[src/hdl/lsc_cell.sv]
`timescale 1ns / 1ps
`default_nettype none
module lsc_cell #(
   parameter int unsigned RANK_W = 6
) (
   input  wire logic              clock,
   input  wire logic              reset,
   input  wire logic [31:0]       sector,
   input  wire logic              compare_en,
   output logic                   match,
   input  wire logic              sel,
   input  wire logic              evict_sel,
   input  wire logic              upd,
   input  wire logic              new_entry,
   input  wire logic [RANK_W-1:0] ref_rank,
   input  wire logic              set_dirty,
   output logic                   valid,
   output logic                   dirty,
   output logic [RANK_W-1:0]      rank,
   output logic [31:0]            tag
);
   logic              valid_ff, dirty_ff;
   logic [RANK_W-1:0] rank_ff;
   logic [31:0]       tag_ff;

   assign valid = valid_ff;
   assign dirty = dirty_ff;
   assign rank  = rank_ff;
   assign tag   = tag_ff;
   assign match = compare_en && valid_ff && (tag_ff == sector);

   always_ff @(posedge clock) begin
      if (reset) begin
         valid_ff <= 1'b0;
         dirty_ff <= 1'b0;
         rank_ff  <= '0;
      end else if (upd) begin
         if (sel) begin
            rank_ff  <= '0;
            valid_ff <= 1'b1;
            if (new_entry) begin
               dirty_ff <= set_dirty;
            end else if (set_dirty) begin
               dirty_ff <= 1'b1;
            end
         end else if (valid_ff && !evict_sel &&
                      (new_entry || rank_ff < ref_rank)) begin
            rank_ff <= rank_ff + 1'b1;
         end
      end
   end

   always_ff @(posedge clock) begin
      if (upd && sel && new_entry) begin
         tag_ff <= sector;
      end
   end
endmodule
`default_nettype wire

[config.mk]
export PLATFORM = sky130hd
export DESIGN_NAME = lsc_cell
export DESIGN_NICKNAME = d
export VERILOG_FILES = /design/src/hdl/lsc_cell.sv
export SDC_FILE = /design/constraint.sdc
export NUM_CORES = 1
export LEC_CHECK = 0
export BUFFER_PORTS_ARGS = -buffer_cell sky130_fd_sc_hd__buf_2
export CORE_MARGIN = 4
export CORE_UTILIZATION = 35
export CTS_BUF_LIST = sky130_fd_sc_hd__clkbuf_8 sky130_fd_sc_hd__clkbuf_16
export CTS_CLUSTER_DIAMETER = 50
export DETAILED_ROUTE_END_ITERATION = 6
export HOLD_SLACK_MARGIN = 0.06
export PLACE_DENSITY = 0.69
export SETUP_SLACK_MARGIN = 0.2
export SYNTH_ARGS = -nofsm -noshare
export SYNTH_HDL_FRONTEND = slang
export SYNTH_SLANG_ARGS = --single-unit
[constraint.sdc]
create_clock -name clock -period 2.9 [get_ports clock]
set_input_delay 0.87 -clock clock [delete_from_list [all_inputs] [get_ports clock]]
set_output_delay 0.87 -clock clock [all_outputs]
set_load 0.05 [all_outputs]
==> summary.txt, run 1 <==
GRT
  – Gr ovfl total: 0
  – Global-route wire length before repair: 6640 um
  – Vias in the first global route: 1483
  – GRT Total Usage: about 13%
  – Antenna violations before repair: 0
  – Largest net degree at the start of global routing: 26

Critical path
  – CP Launch Type: input pin
  – Critical Path End Type: primary output
  – WP data arrival: 2.45 ns
  – Data required time of the critical path: just over 2 ns
  – Crit path kind: in2out
  – Maximum fanout along the worst path: 2

STA
  – Worst Max-Slew Pin Slew: just under 0.5 ns
  – Final cycle utilization of the critical path: 114%
  – Fin worst setup slack: -0.418 ns
  – Fin crit period: approximately 3.3 ns
  – Worst hold margin: around 0.52 ns
  – Max-slew violations: 0
  – Fin. Hold Viols: 0
  – Achievable Freq: about 300 MHz
  – Finish-stage setup viols: 1
  – Worst clock skew: about 0.0022 ns
  – Max_slew headroom: between 60% and 70%
  – RSZ-0062 raised after global routing: true

Clocking
  – CTS Buf Count: 5
  – CTS HTree Levels: 2
  – Setup Fix Bufs, Post-CTS: 0
  – CTS tree: yes
  – TritonCTS Sinks: 40
  – Root Buffer: clkbuf_8
  – Clk slew on worst S/H paths: 0.07 ns
  – Worst skew pair latency: roughly 0.28 ns
  – Clk buf depth: 2

Synthesis
  – Top FF cell, synth: edfxtp_1
  – Yosys top cell area share: 50.7%
  – Dominant cells by area after synthesis: edfxtp_1 (51%), xor2_1 (11%), dfxtp_1 (8.4%)
  – Avg Inst Size Synth: 12.7 sq um
  – Post-synth cell types: 32
  – Yosys top cell by area: edfxtp_1
  – Seq/Total Area, Yosys: about three fifths
  – Flops & latches, synth: 40
  – Synthesized area: between 1500 and 2000 sq um
  – FFs w/ async S/R, synth: 0%
  – Post-synth EDFFs: 32
  – Yosys warning count: 0
  – Synth Instances: 149
  – Syn Nets: 201

Detailed routing
  – ANT nets after route: 0
  – DR DRC count: 0
  – First drt pass iteration count: 4
  – Vias: between 1500 and 2000
  – Via density: 4.69
  – WL/cell: roughly 13 um
  – Iter 0 DRT Violations: 52
  – DRT Wirelength: approximately 4400 um

Layout
  – Post-route cell area: between 2000 and 3000 sq um
  – Commonest cells after routing, fill and taps aside: buf_2 (82), edfxtp_1 (32), xor2_1 (22), buf_4 (15), xnor2_1 (9)
  – Commonest non-fill, non-tap cell in the layout: buf_2
  – N_diodes: 0
  – Net count, final: 308
  – Syn-to-layout area delta: 41.6%
  – Final Instance Count excl. Fillers: ~330
  – Share of cells above drive strength 1: approximately 45%

Job
  – MaxCap Viol Count: 0

Floorplanning
  – Die ar.: between 6000 and 7000 sq um
  – Die height: just over 80 um
  – Initial Util: between 30% and 40%
  – Core Region: 5170 sq um
  – Rows: 26
  – Ports: a little under 90
  – Die width: ~82 um

Placed design
  – Routability cong.: between 0.7 and 0.8
  – Port bufs: 86
  – Post-DP HPWL: ~3500 um
  – Post-Place Cell Area: 2550 sq um
  – Worst slack at placement: -0.738 ns
  – Placed insts: between 300 and 400

Run status
  – Failing checks: setup timing
  – Status: finished, violations left

Pwr
  – PD cells: ~460 nW/um^2
  – Pleak: around 0.0012 uW
  – Peak supply drop: 0.000201 V
  – Power after layout: ~1200 uW

Hold path
  – Hold Path Class: reg2reg
## routing by layer
layer / wire length (um) / track usage (%)
met1: 1940 / 16.1
met2: 2010 / 20.8
met3: 411 / 4.61
met4: 37 / 4.32
met5: 0 / 0
## worst max-delay path: stages
cell	delay, ns
buf_6	0.09
xor2_1	0.14
nor4_1	0.29
nand4_1	0.16
or4_4	0.55
nor4_4	0.15
buf_6	0.19
## worst paths after layout
kind,from,end,slack (ns),depth (start not counted)
max,sector[6],match,-0.42,7
min,rank[5],rank[5],0.52,2
max reg2reg,rank[3],rank[5],0.86,6
min reg2reg,rank[5],rank[5],0.52,2
## state kept, by name, indices dropped and copies added (netlist names)
register  cells
tag          32
rank          6
dirty         1
valid         1
## metrics by stage
step	utilization (%)	TNS, ns
global placement	49.3	-0.715
CTS	51.6	-0.436
floorplan	-	-0.477
global route	51.9	-0.481
finish	51.9	-0.418
detailed placement	49.3	-0.738
## cell usage after synthesis, types with 3 or more instances
| library cell | number |
|---|---|
| nor4_1 | 6 |
| edfxtp_1 | 32 |
| ha_1 | 6 |
| xor2_1 | 23 |
| inv_1 | 6 |
| xnor2_1 | 9 |
| dfxtp_1 | 8 |
| nand3_1 | 4 |
| a21oi_1 | 4 |
| nor2_1 | 7 |
| nand2_1 | 7 |
| nor3_1 | 3 |
| nand4_1 | 6 |
| o21ai_0 | 3 |
## power by group
part           switching [uW]  internal [uW]  total, uW  leakage [uW]
registers                14.7            646        660      0.000359
clock network             182            162        344     0.0000505
logic                     151           82.3        233      0.000744
## cell type report
class                      instances  area [sq um]
inverter                           6          22.5
clock buffer                       5          68.8
clock inverter                     3          12.5
tap                               70          87.6
timing repair buffer             102           588
multi-input combinational        101           785
fill                             475          2490
sequential                        40          1120
## timing repair
action | in CTS | in global routing
setup endpoints to repair | 1 | 1
resized for setup | 8 | 2
hold buffers | 0 | 0
hold endpoints to repair | 0 | 0
pin swaps | 4 | 2
## cells by family (layout without fill, tap and decap cells)
group           Yosys count  in the layout  share of synthesized area (%)
compound gates           15             15                           5.34
xor+xnor                 32             32                           14.8
fa+ha+maj                 6              6                           3.96
buf+inv                   8            116                           1.58
flops                    40             40                           59.1
simple gates             48             48                           15.2
No activity file was read; power rests on OpenSTA's default activity.
==> run 2, diff against run 1 <==
--- a/config.mk
+++ b/config.mk
@@ -11,6 +11,7 @@
 export CTS_BUF_LIST = sky130_fd_sc_hd__clkbuf_8 sky130_fd_sc_hd__clkbuf_16
 export CTS_CLUSTER_DIAMETER = 50
 export DETAILED_ROUTE_END_ITERATION = 6
+export GPL_TIMING_DRIVEN = 0
 export HOLD_SLACK_MARGIN = 0.06
 export PLACE_DENSITY = 0.69
 export SETUP_SLACK_MARGIN = 0.2
==> constraint.sdc (replaced) <==
create_clock -name clock -period 2.9 [get_ports clock]
set_input_delay 0 -clock clock [delete_from_list [all_inputs] [get_ports clock]]
set_output_delay 0 -clock clock [all_outputs]
set_load 0.05 [all_outputs]
==> summary.txt, run 2 (synthesized netlist as in run 1, its figures left out) <==
STA
  – Finish-stage setup viols: 0
  – Max_slew headroom: just over 50%
  – Fin crit period: ~2.3 ns
  – Achievable Freq: between 400 and 500 MHz
  – Worst Max-Slew Pin Slew: around 0.74 ns
  – Worst hold margin: 0.0757 ns
  – Final cycle utilization of the critical path: around four fifths
  – Max-slew violations: 0
  – RSZ-0062 raised after global routing: false
  – Fin. Hold Viols: 0
  – Worst clock skew: between 0.004 and 0.005 ns
  – TNS Setup: 0 ns

GRT
  – Largest net degree at the start of global routing: 34
  – GRT Total Usage: a little over an eighth
  – Vias in the first global route: approximately 1500
  – Gr ovfl total: 0
  – Global-route wire length before repair: a little under 7000 um
  – Antenna violations before repair: 0

Detailed routing
  – ANT nets after route: 0
  – Uppermost layer routed: met4
  – Metal3 WL: approximately 320 um
  – M1 WL: slightly above 2000 um
  – Via density: ~4.7
  – DR DRC count: 0
  – Iter 0 DRT Violations: between 70 and 80
  – First drt pass iteration count: 4
  – Vias: roughly 1600
  – WL/cell: 13.4 um
  – DR WL met2: roughly 2200 um
  – DRT Wirelength: ~4600 um

Clocking
  – CTS HTree Levels: 2
  – CTS tree: yes
  – Root Buffer: clkbuf_8
  – Clk buf depth: 2
  – CTS Buf Count: 5
  – Clk slew on worst S/H paths: 0.08 ns
  – Worst skew pair latency: about 0.28 ns
  – CTS resizes: 0
  – TritonCTS Sinks: 40

Placed design
  – Placed insts: 304
  – Routability cong.: approximately 0.8
  – Post-Place Cell Area: 2410 sq um
  – Port bufs: 85
  – Post-DP HPWL: around 3300 um

Hold path
  – Worst Hold Endpoint: valid
  – Hold Path Depth: 2
  – Hold Path Class: in2reg
  – Worst Hold Launch: reset

Critical path
  – Crit path cell chain: xor2_1 > nor4_1 > nand4_1 > or4_1 > nor4_2 > buf_2
  – Maximum fanout along the worst path: 2
  – R2R cell count: 6
  – Crit path max-delay family: simple AND/OR/NAND/NOR gates
  – Worst path slowest cell: or4_1
  – WP data arrival: around 2.3 ns
  – Crit path kind: reg2out
  – Worst r2r src: rank[3]
  – Critical Path End Type: primary output
  – CP bufs+invs: 1
  – Data required time of the critical path: a little under 3 ns
  – Slowest stage delay, CP: approximately 0.57 ns
  – R2r endpoint: rank[1]
  – Number of cells on the critical path: 6
  – CP Launch Type: flip-flop
  – Reg2Reg Setup Slack: approximately 0.84 ns

Floorplanning
  – Core Region: between 5000 and 6000 sq um
  – Ports: 87
  – Die width: between 80 and 90 um
  – Initial Util: 36.7%
  – Die ar.: 6660 sq um
  – Rows: 26
  – Die height: about 80 um

Layout
  – FILL cells: between 400 and 500
  – Max reg flops: 32
  – Net count, final: approximately 330
  – Share of cells above drive strength 1: 35.1%
  – Commonest cells after routing, fill and taps aside: buf_2 (85), dlygate4sd3_1 (34), edfxtp_1 (32), xor2_1 (23), xnor2_1 (9)
  – Commonest non-fill, non-tap cell in the layout: buf_2
  – Multi-input combinational cell area: 747 sq um
  – Post-route cell area: around 2900 sq um
  – Register area: 1120 sq um
  – N_diodes: 0
  – Syn-to-layout area delta: 50.9%
  – Final Instance Count excl. Fillers: 346

Pwr
  – PD cells: approximately 470 nW/um^2
  – Power after layout: 1350 uW
  – Peak supply drop: between 0.0002 and 0.00025 V
  – Pleak: roughly 0.0012 uW

Job
  – MaxCap Viol Count: 0

Run status
  – Status: finished, final reports clean
-- run 2: per-layer routing --
metal | up-vias | global-route usage (%)
met3 | 6 | 3.18
met1 | 758 | 16.8
met5 | - | 0
li1 | 805 | -
met2 | 60 | 23.0
met4 | 0 | 3.49
-- run 2: what timing repair did --
action,CTS,global route
buffers inserted,0,0
endpoints found under the setup margin,0,0
hold endpoints to repair,35,0
hold buffers,34,0
-- run 2: final cells by class --
type | instances | area share, %
plain buffers | 2 | 0.262
clock buffers | 5 | 2.40
clock inverters | 3 | 1.49
inverters | 6 | 0.787
multi-input cells | 101 | 26.1
flip-flops and latches | 40 | 39.2
well taps | 70 | 3.06
repair buffers | 119 | 26.7
-- run 2: worst max path at each step --
stage | from | end | slack, ns
finish | tag[13] | match | 0.58
global route | tag[27] | match | 0.46
CTS | tag[30] | match | 0.51
detailed placement | tag[13] | match | 0.83
global placement | tag[15] | match | 0.82
floorplan | tag[22] | match | 0.30
-- run 2: through the flow --
step           util, %  setup WS [ns]
4_1_cts           55.3          0.512
3_3_place_gp      46.6          0.818
3_5_place_dp      46.6          0.831
6_report          55.3          0.580
5_1_grt           55.3          0.464
2_1_floorplan        -          0.303
-- run 2: power breakdown --
part	total, uW	internal [uW]	switching, uW	leakage, uW
logic	244	94.4	149	0.000790
registers	661	646	14.9	0.000359
clock network	447	255	193	0.0000541
